[src/sv/mfa_pkg.sv]
package mfa_pkg;

   // Field widths of the feedback frame and of the result
   localparam int ID_W        = 11;
   localparam int PAYLOAD_W   = 64;
   localparam int ANGLE_W     = 16;
   localparam int SAMPLE_W    = 16;
   localparam int TEMP_W      = 8;
   localparam int MOTOR_OUT_W = 2;

   // Stream packing, padded to whole bytes
   localparam int REQ_DATA_W = 80;   // frame_id, payload
   localparam int RSP_DATA_W = 72;   // angle, previous_angle, averages, temperature
   localparam int RSP_USER_W = 8;    // motor_index

   // Window RAM word: speed in the low half, current in the high half
   localparam int RAM_W = 2 * SAMPLE_W;

   localparam logic [ID_W-1:0] BASE_ID_RESET = 11'd513;

   // Averaging lanes
   localparam int LANE_SPEED   = 0;
   localparam int LANE_CURRENT = 1;
   localparam int LANES        = 2;

   // Per-frame fields carried alongside the window arithmetic
   typedef struct packed {
      logic [MOTOR_OUT_W-1:0] motor;
      logic [ANGLE_W-1:0]     angle;
      logic [ANGLE_W-1:0]     prev_angle;
      logic [TEMP_W-1:0]      temperature;
   } frame_info_type;

endpackage

[src/sv/mfa_ram.sv]
module mfa_ram #(
   parameter int WIDTH = 32,
   parameter int DEPTH = 40,
   localparam int ADDR_W = (DEPTH > 1) ? $clog2(DEPTH) : 1
) (
   input  logic              clock,
   input  logic              wr_en,
   input  logic [ADDR_W-1:0] wr_addr,
   input  logic [WIDTH-1:0]  wr_data,
   input  logic              rd_en,
   input  logic [ADDR_W-1:0] rd_addr,
   output logic [WIDTH-1:0]  rd_data
);

   logic [WIDTH-1:0] mem_ff [DEPTH];
   logic [WIDTH-1:0] rd_data_ff;

   always_ff @(posedge clock) begin
      if (wr_en) begin
         mem_ff[wr_addr] <= wr_data;
      end
      if (rd_en) begin
         rd_data_ff <= mem_ff[rd_addr];
      end
   end

   assign rd_data = rd_data_ff;

endmodule

[src/sv/motor_feedback_frame_averager_core.sv]
// Channel   | Direction | Transfer contents (low bits first)
// ----------+-----------+-------------------------------------------------------------
// req_      | in        | tdata: frame_id[10:0], payload[74:11], zero pad to 80 bits
// rsp_      | out       | tdata: angle, previous_angle, speed_average, current_average,
//           |           |        temperature; tuser: motor_index[1:0]
// csr_      | in        | wr_data: base_identifier, written when wr_en is high
//
// One frame per cycle sustained while rsp_ is not stalled; a kept frame reaches rsp_
// through the window RAM read at its transfer, then running-sum update, reciprocal
// multiply, and correction into the output register.
// Reset clears the running sums, write positions, previous angles and the valid bit
// of every window slot at once, so frames are taken as soon as reset is released.
// Each stage moves when the stage after it is empty or moving, so input transfers
// continue while a result waits on rsp_ until the pipeline is full.
module motor_feedback_frame_averager_core
   import mfa_pkg::*;
#(
   parameter int WINDOW = 10,
   parameter int MOTORS = 4
) (
   input  logic                  clock,
   input  logic                  reset,
   // frame_id[10:0], payload[74:11]
   input  logic [REQ_DATA_W-1:0] req_tdata,
   input  logic                  req_tvalid,
   output logic                  req_tready,
   // angle[15:0], previous_angle[31:16], speed_average[47:32],
   // current_average[63:48], temperature[71:64]
   output logic [RSP_DATA_W-1:0] rsp_tdata,
   // motor_index[1:0]
   output logic [RSP_USER_W-1:0] rsp_tuser,
   output logic                  rsp_tvalid,
   input  logic                  rsp_tready,
   input  logic                  csr_wr_en,
   input  logic [ID_W-1:0]       csr_wr_data
);

   localparam int POS_W  = $clog2(WINDOW);
   localparam int MI_W   = (MOTORS > 1) ? $clog2(MOTORS) : 1;
   localparam int DEPTH  = MOTORS * WINDOW;
   localparam int ADDR_W = $clog2(DEPTH);
   // Magnitude of a window sum; the sum itself carries one more bit for sign
   localparam int MAG_W  = SAMPLE_W + $clog2(WINDOW);
   localparam int SUM_W  = MAG_W + 1;
   // floor(2^MAG_W / WINDOW): the quotient estimate is at most one short
   localparam logic [MAG_W-1:0] RECIP   = MAG_W'((64'd1 << MAG_W) / WINDOW);
   localparam logic [MAG_W-1:0] WIN_MAG = MAG_W'(WINDOW);
   localparam logic [POS_W-1:0] POS_LAST = POS_W'(WINDOW - 1);

   // ------------------------------------------------------------------
   // Configuration
   // ------------------------------------------------------------------
   logic [ID_W-1:0] base_ff;

   always_ff @(posedge clock) begin
      if (reset) begin
         base_ff <= BASE_ID_RESET;
      end else if (csr_wr_en) begin
         base_ff <= csr_wr_data;
      end
   end

   // ------------------------------------------------------------------
   // Stage enables: a stage moves when the next one is empty or moving
   // ------------------------------------------------------------------
   logic s1_v_ff, s2_v_ff, s3_v_ff, rsp_v_ff;
   logic en_out, en3, en2, en1;

   assign en_out = !rsp_v_ff || rsp_tready;
   assign en3    = !s3_v_ff || en_out;
   assign en2    = !s2_v_ff || en3;
   assign en1    = !s1_v_ff || en2;

   assign req_tready = en1;

   // ------------------------------------------------------------------
   // Stage 0: decode the frame, claim the window slot, issue the RAM read
   // ------------------------------------------------------------------
   logic [ID_W-1:0]      req_id;
   logic [PAYLOAD_W-1:0] req_payload;
   logic [ID_W-1:0]      id_diff;
   logic                 kept;
   logic                 take;
   logic [MI_W-1:0]      req_motor;
   logic [POS_W-1:0]     cur_pos;
   logic [POS_W-1:0]     pos_in;
   logic [ADDR_W-1:0]    rd_addr;
   frame_info_type       info0;

   logic [POS_W-1:0]   pos_ff   [MOTORS];
   logic [ANGLE_W-1:0] angle_ff [MOTORS];

   assign req_id      = req_tdata[ID_W-1:0];
   assign req_payload = req_tdata[ID_W +: PAYLOAD_W];
   assign id_diff     = req_id - base_ff;
   // The identifier range does not wrap past the top code
   assign kept        = (req_id >= base_ff) && (id_diff < ID_W'(MOTORS));
   assign take        = req_tvalid && en1 && kept;
   assign req_motor   = id_diff[MI_W-1:0];
   assign cur_pos     = pos_ff[req_motor];
   assign pos_in      = (cur_pos == POS_LAST) ? '0 : cur_pos + 1'b1;
   assign rd_addr     = ADDR_W'(ADDR_W'(req_motor) * ADDR_W'(WINDOW)) + ADDR_W'(cur_pos);

   always_comb begin
      info0.motor       = MOTOR_OUT_W'(req_motor);
      info0.angle       = req_payload[63:48];
      info0.prev_angle  = angle_ff[req_motor];
      info0.temperature = req_payload[15:8];
   end

   // Position and previous angle are settled at the transfer itself, so a
   // following frame for the same motor already sees them.
   always_ff @(posedge clock) begin
      if (reset) begin
         for (int i = 0; i < MOTORS; i++) begin
            pos_ff[i]   <= '0;
            angle_ff[i] <= '0;
         end
      end else if (take) begin
         pos_ff[req_motor]   <= pos_in;
         angle_ff[req_motor] <= info0.angle;
      end
   end

   // ------------------------------------------------------------------
   // Window RAM: one slot per motor and position, both samples in a word
   // ------------------------------------------------------------------
   logic                ram_wr_en;
   logic [ADDR_W-1:0]   s1_addr_ff;
   logic [RAM_W-1:0]    ram_wr_data;
   logic [RAM_W-1:0]    ram_rd_data;

   mfa_ram #(
      .WIDTH (RAM_W),
      .DEPTH (DEPTH)
   ) u_window_ram (
      .clock   (clock),
      .wr_en   (ram_wr_en),
      .wr_addr (s1_addr_ff),
      .wr_data (ram_wr_data),
      .rd_en   (take),
      .rd_addr (rd_addr),
      .rd_data (ram_rd_data)
   );

   // ------------------------------------------------------------------
   // Stage 1: retire the oldest sample, fold in the new one
   // ------------------------------------------------------------------
   logic [MI_W-1:0]            s1_motor_ff;
   logic signed [SAMPLE_W-1:0] s1_new_ff [LANES];
   frame_info_type             s1_info_ff;

   logic [DEPTH-1:0]           slot_valid_ff;
   logic signed [SUM_W-1:0]    sum_ff [LANES][MOTORS];

   logic signed [SAMPLE_W-1:0] old_sample [LANES];
   logic signed [SUM_W-1:0]    sum_in [LANES];
   logic                       commit1;

   always_ff @(posedge clock) begin
      if (reset) begin
         s1_v_ff <= 1'b0;
      end else if (en1) begin
         s1_v_ff <= take;
      end
   end

   always_ff @(posedge clock) begin
      if (en1) begin
         s1_motor_ff                <= req_motor;
         s1_addr_ff                 <= rd_addr;
         s1_new_ff[LANE_SPEED]      <= req_payload[47:32];
         s1_new_ff[LANE_CURRENT]    <= req_payload[31:16];
         s1_info_ff                 <= info0;
      end
   end

   assign commit1 = s1_v_ff && en2;
   assign ram_wr_en = commit1;
   assign ram_wr_data = {s1_new_ff[LANE_CURRENT], s1_new_ff[LANE_SPEED]};

   always_comb begin
      // A slot never written since reset counts as zero
      old_sample[LANE_SPEED]   = slot_valid_ff[s1_addr_ff] ? ram_rd_data[SAMPLE_W-1:0] : '0;
      old_sample[LANE_CURRENT] = slot_valid_ff[s1_addr_ff] ? ram_rd_data[RAM_W-1:SAMPLE_W]
                                                           : '0;
      for (int l = 0; l < LANES; l++) begin
         sum_in[l] = sum_ff[l][s1_motor_ff] - SUM_W'(old_sample[l]) + SUM_W'(s1_new_ff[l]);
      end
   end

   always_ff @(posedge clock) begin
      if (reset) begin
         slot_valid_ff <= '0;
         for (int l = 0; l < LANES; l++) begin
            for (int i = 0; i < MOTORS; i++) begin
               sum_ff[l][i] <= '0;
            end
         end
      end else if (commit1) begin
         slot_valid_ff[s1_addr_ff] <= 1'b1;
         for (int l = 0; l < LANES; l++) begin
            sum_ff[l][s1_motor_ff] <= sum_in[l];
         end
      end
   end

   // ------------------------------------------------------------------
   // Stage 2: magnitude times reciprocal
   // ------------------------------------------------------------------
   logic signed [SUM_W-1:0] s2_sum_ff [LANES];
   frame_info_type          s2_info_ff;
   logic [MAG_W-1:0]        mag2 [LANES];
   logic [2*MAG_W-1:0]      prod2 [LANES];

   always_ff @(posedge clock) begin
      if (reset) begin
         s2_v_ff <= 1'b0;
      end else if (en2) begin
         s2_v_ff <= s1_v_ff;
      end
   end

   always_ff @(posedge clock) begin
      if (en2) begin
         s2_sum_ff  <= sum_in;
         s2_info_ff <= s1_info_ff;
      end
   end

   always_comb begin
      for (int l = 0; l < LANES; l++) begin
         mag2[l]  = s2_sum_ff[l][SUM_W-1] ? MAG_W'(-s2_sum_ff[l]) : MAG_W'(s2_sum_ff[l]);
         prod2[l] = mag2[l] * RECIP;
      end
   end

   // ------------------------------------------------------------------
   // Stage 3: correct the estimate by one, restore the sign
   // ------------------------------------------------------------------
   logic [MAG_W-1:0]           s3_q_ff   [LANES];
   logic [MAG_W-1:0]           s3_mag_ff [LANES];
   logic [LANES-1:0]           s3_neg_ff;
   frame_info_type             s3_info_ff;
   logic [MAG_W-1:0]           rem3 [LANES];
   logic [MAG_W-1:0]           q3   [LANES];
   logic signed [SAMPLE_W-1:0] avg3 [LANES];

   always_ff @(posedge clock) begin
      if (reset) begin
         s3_v_ff <= 1'b0;
      end else if (en3) begin
         s3_v_ff <= s2_v_ff;
      end
   end

   always_ff @(posedge clock) begin
      if (en3) begin
         for (int l = 0; l < LANES; l++) begin
            s3_q_ff[l]   <= prod2[l][2*MAG_W-1:MAG_W];
            s3_mag_ff[l] <= mag2[l];
            s3_neg_ff[l] <= s2_sum_ff[l][SUM_W-1];
         end
         s3_info_ff <= s2_info_ff;
      end
   end

   always_comb begin
      for (int l = 0; l < LANES; l++) begin
         rem3[l] = s3_mag_ff[l] - MAG_W'(s3_q_ff[l] * WIN_MAG);
         q3[l]   = (rem3[l] >= WIN_MAG) ? s3_q_ff[l] + 1'b1 : s3_q_ff[l];
         // Sign-magnitude division truncates toward zero
         avg3[l] = s3_neg_ff[l] ? SAMPLE_W'(-q3[l]) : SAMPLE_W'(q3[l]);
      end
   end

   // ------------------------------------------------------------------
   // Output register
   // ------------------------------------------------------------------
   logic [RSP_DATA_W-1:0] rsp_data_ff;
   logic [RSP_USER_W-1:0] rsp_user_ff;

   always_ff @(posedge clock) begin
      if (reset) begin
         rsp_v_ff <= 1'b0;
      end else if (en_out) begin
         rsp_v_ff <= s3_v_ff;
      end
   end

   always_ff @(posedge clock) begin
      if (en_out) begin
         rsp_data_ff <= {s3_info_ff.temperature,
                         avg3[LANE_CURRENT],
                         avg3[LANE_SPEED],
                         s3_info_ff.prev_angle,
                         s3_info_ff.angle};
         rsp_user_ff <= RSP_USER_W'(s3_info_ff.motor);
      end
   end

   assign rsp_tvalid = rsp_v_ff;
   assign rsp_tdata  = rsp_data_ff;
   assign rsp_tuser  = rsp_user_ff;

   // ------------------------------------------------------------------
   // Assertions
   // ------------------------------------------------------------------

   // The slot being retired and the slot being read never coincide
   assert property (@(posedge clock) disable iff (reset)
      (commit1 && take) |-> (s1_addr_ff != rd_addr))
      else $error("window slot read and written in the same cycle");

   // The remainder before correction lies below twice the window size
   assert property (@(posedge clock) disable iff (reset)
      s3_v_ff |-> ((rem3[LANE_SPEED] < (WIN_MAG + WIN_MAG)) &&
                   (rem3[LANE_CURRENT] < (WIN_MAG + WIN_MAG))))
      else $error("reciprocal estimate off by more than one");

   // A kept frame always claims a position inside the window
   assert property (@(posedge clock) disable iff (reset)
      take |-> (cur_pos <= POS_LAST))
      else $error("write position beyond window");

   // An empty first stage never holds off the input
   assert property (@(posedge clock) disable iff (reset)
      !s1_v_ff |-> req_tready)
      else $error("input stalled with stage one empty");

endmodule
[config.mk]
export PLATFORM = sky130hd
export DESIGN_NAME = motor_feedback_frame_averager_core
export DESIGN_NICKNAME = d
export VERILOG_FILES = /design/src/sv/mfa_pkg.sv /design/src/sv/mfa_ram.sv /design/src/sv/motor_feedback_frame_averager_core.sv
export SDC_FILE = /design/constraint.sdc
export NUM_CORES = 2
export LEC_CHECK = 0
export BUFFER_PORTS_ARGS = -buffer_cell sky130_fd_sc_hd__buf_4
export CAP_MARGIN = 20
export CORE_ASPECT_RATIO = 0.7
export CORE_MARGIN = 2
export CORE_UTILIZATION = 45
export CTS_BUF_LIST = sky130_fd_sc_hd__clkbuf_2 sky130_fd_sc_hd__clkbuf_4 sky130_fd_sc_hd__clkbuf_8
export CTS_CLUSTER_DIAMETER = 150
export CTS_CLUSTER_SIZE = 25
export DETAILED_ROUTE_END_ITERATION = 6
export MAX_ROUTING_LAYER = met4
export PLACE_DENSITY = 0.66
export SYNTH_ARGS = -nofsm -noshare
export SYNTH_HDL_FRONTEND = slang
export SYNTH_SLANG_ARGS = --single-unit
export TNS_END_PERCENT = 10
[constraint.sdc]
create_clock -name clock -period 7.6 [get_ports clock]
set_clock_uncertainty 0.1 [all_clocks]
set_input_delay 0.38 -clock clock [delete_from_list [all_inputs] [get_ports clock]]
set_output_delay 0.38 -clock clock [all_outputs]
set_load 0.01 [all_outputs]
==> impl_results.md <==
* Status: completed
* Critical path class: register to register
* Area share of fa/ha/maj cells after synthesis at 11.8%
* Most used cell, CP: fa_1
* Gr ovfl total at 0
* Total Neg Setup Slack at 0 ps
* Critical Path RT at 8190 ps
* Met3 routed wirelength at 18,000 um
* Synthesis-to-layout area growth at 10.1%
* Vias in the first global route at 50.3k
* CP peak stage delay at 550 ps
* Max clock buf depth at 3
* Number of flops mapped to enable cells by yosys at 1,914
* Post-DRT Antenna Nets at 0
* TritonRoute pass-1 iters at 6
* Placer congestion estimate at 0.884
* Crit path max-delay family: adder cells
* CTS tree: yes
* Synth cell types at 83
* CTS Sinks at 1,969
* MaxCap Viol Count at 0
* Worst skew pair latency at 930 ps
* H-tree levels at 3
* Syn Inst Count at 5,576
* GR Util All Layers at 21.6%
* CTS Buf Count at 88
* Final-stage net count at 6,774
* Hpwl dp at 143,000 um
* Clock Pin Slew Worst Setup and Hold Paths at 160 ps
* DRC violations left at 0
* Slew margin rel. at 25.7%
* I/O pin cnt at 178
* Post-Route WL at 220,000 um
* Crit Path Max Fanout at 3
* Multi-input logic area at 0.0320 mm^2
* RSZ-0062 raised after global routing: yes
* Root Buffer: clkbuf_8
* Storage cell area at 0.0586 mm^2
* Maximum clock frequency at 135 MHz
* Crit path max-delay cell type: fa_1
* CP Buf/Inv Count at 6
* Main flop type after synthesis: edfxtp_1
* Hold Crit Class: primary input to register
* Ys async rst share at 0%
* Yosys synthesis warning count at 0
* Xor/xnor share of the synthesized area at 1.99%
* Via/cell ratio at 5.68
* Simple-gate share of the synthesized area at 4.79%
* Post-synth top area cell: edfxtp_1
* Met2 wire len at 96,200 um
* Initial core utilization at 45.2%
* Die Ht at 383 um
* Met1 wire length at 103,000 um
* Final setup viols at 0
* Pins Over Slew Limit at 0
* Wire per inst at 25.1 um
* Row count at 139
* Multiplexer share of the synthesized area at 11.4%
* First-pass GRT wire length at 328,000 um
* Mapped Area at 0.0924 mm^2
* Top sig layer: met4
* Final worst-path cycle share at 97.4%
* Main area contributors after synthesis: edfxtp_1, mux4_2, ha_1, fa_1, inv_1
* Final critical-path required period at 7400 ps
* Avg Cell Area, Syn at 16.6 um^2
* Port bufs at 158
* Total die area at 0.209 mm^2
* Slew at the pin closest to its max-slew limit at 1110 ps
* Largest family of logic cells by synthesized area: adder cells
* Fill cells at 16.8k
* Total core area at 0.205 mm^2
* Layout cells sized above 1 at 19.0%
* Initial DRC count at 5,788
* CP Launch Type: register
* Largest net degree at the start of global routing at 75
* DR vias at 49.8k
* Crit. End Element: register
* Antenna violations before repair at 9
* Final hold vios at 0
* Synth Area in Compound Gates at 3.67%
* Die Wd at 546 um
* Top cell type's share of synthesized area at 62.2%
* #FFs+latches synth at 1,969
* Arrival time of the worst setup path at 7990 ps
* Post-synthesis sequential area ratio at 63.4%
* Reg2Reg Setup Slack at 200 ps
layout make-up:
cell class	count	area share [%]
tap	2749	3.38
clock inverter	8	0.102
clock buffer	120	1.43
multi-input combinational	2876	31.5
sequential	1969	57.5
antenna	11	0.0270
timing repair buffer	493	4.09
inverter	539	1.99
timing repair:
action / CTS / global route
endpoints found under the hold margin: 165 / 0
endpoints found under the setup margin: 11 / 34
gates resized for setup: 12 / 84
hold buffers: 100 / 0
setup buffers: 2 / 16
pin swaps: 4 / 42
placed cells by master, fill, tap and decap left out, types with 14 or more instances in the layout:
| master | n |
|---|---|
| a211oi_1 | 40 |
| nand4_1 | 16 |
| o21a_1 | 36 |
| nand2b_1 | 17 |
| o21bai_1 | 20 |
| o31ai_1 | 20 |
| or3_1 | 14 |
| xnor2_1 | 127 |
| edfxtp_1 | 1914 |
| fa_1 | 259 |
| a21oi_1 | 107 |
| a31oi_1 | 45 |
| buf_4 | 376 |
| nor2b_1 | 56 |
| nor2_1 | 362 |
| dfxtp_1 | 55 |
| nand3_1 | 35 |
| o21ai_0 | 79 |
| ha_1 | 436 |
| nor3_1 | 33 |
| buf_12 | 15 |
| mux4_2 | 452 |
| and3_1 | 46 |
| clkbuf_8 | 90 |
| inv_1 | 532 |
| clkbuf_4 | 31 |
| nand2_1 | 194 |
| a21o_1 | 38 |
| nor2_4 | 40 |
| xor2_1 | 69 |
| and2_1 | 64 |
| dlygate4sd3_1 | 100 |
| mux2i_1 | 25 |
cells in the mapped netlist (5+ instances only):
cell          n
edfxtp_1   1914
nor4_1       11
a31oi_1      45
a211o_1       5
o21ai_0      87
o31ai_1      23
xor2_1       72
a2111oi_0     8
xnor2_1     138
clkbuf_1    146
nor3_1       35
nor3b_1       6
and2_1       64
ha_1        449
a211oi_1     41
o211ai_1     12
a22oi_1       8
fa_1        262
buf_4         6
or3_1        15
mux4_2      453
inv_1       539
buf_1        40
nand3b_1      9
nand4_1      16
mux2i_1      28
a21o_1       38
or2_2         9
nand3_1      37
or4_1         7
o21a_1       37
o21bai_1     22
o41ai_1       7
a21oi_1     117
mux2_2        6
a21boi_0      7
and3_1       46
dfxtp_1      55
nand2b_1     17
nor2_1      404
nor2b_1      56
nand2_1     202
path summary, 6_finish.rpt:
path | startpoint | end | depth (start not counted)
worst max register to register | s2_sum_ff[24] | s3_q_ff[0][14] | 32
worst min register to register | s3_info_ff[33] | rsp_tdata[9] | 0
worst max-delay path | s2_sum_ff[24] | s3_q_ff[0][14] | 32
worst min-delay path | req_tdata[55] | s1_new_ff[0][12] | 2
per-stage QoR:
stage               setup slack, ps  util, %  cell area [um^2]  std cells  hold slack, ps
detailed placement             -326     48.1             98500       8504             305
CTS                            22.1     49.4            101000       8734           0.649
global placement               -323     48.1             98500       8503             301
finish                          201     49.7            102000       8765            73.7
global route                  -81.3     49.7            102000       8765            6.81
floorplan                       183        -             92500       5581             300
layer usage:
layer	up-vias	global-route usage, %
met5	-	-
met4	0	3.13
met3	162	3.37
met2	1853	30.9
met1	26100	33.4
li1	21700	-
cell families (layout without fill, tap and decap cells):
logic type | count (synthesis) | in the layout
flip-flops | 1969 | 1969
AND/OR/NAND/NOR | 952 | 952
buffers and inverters | 736 | 1160
adder cells (fa/ha/maj) | 711 | 711
AO/OA/AOI/OAI | 510 | 510
multiplexers | 487 | 487
XOR/XNOR | 210 | 210
other | 1 | 17
state kept, by name (all words and copies together), names as in the netlist:
register / count
s3_info_ff: 42
s3_v_ff: 1
s3_mag_ff: 38
slot_valid_ff: 40
u_window_ram.mem_ff: 1280
s1_new_ff: 32
s3_neg_ff: 2
rsp_tuser: 2
pos_ff: 16
u_window_ram.rd_data: 32
s1_v_ff: 1
base_ff: 11
angle_ff: 64
rsp_tvalid: 1
s2_sum_ff: 42
s2_v_ff: 1
s3_q_ff: 34
s2_info_ff: 42
rsp_tdata: 72
s1_addr_ff: 6
s1_info_ff: 42
sum_ff: 168
Power is left out: the tool's default activity adds up to more than one toggle a clock period on the data nets, which glitch-free logic cannot reach.
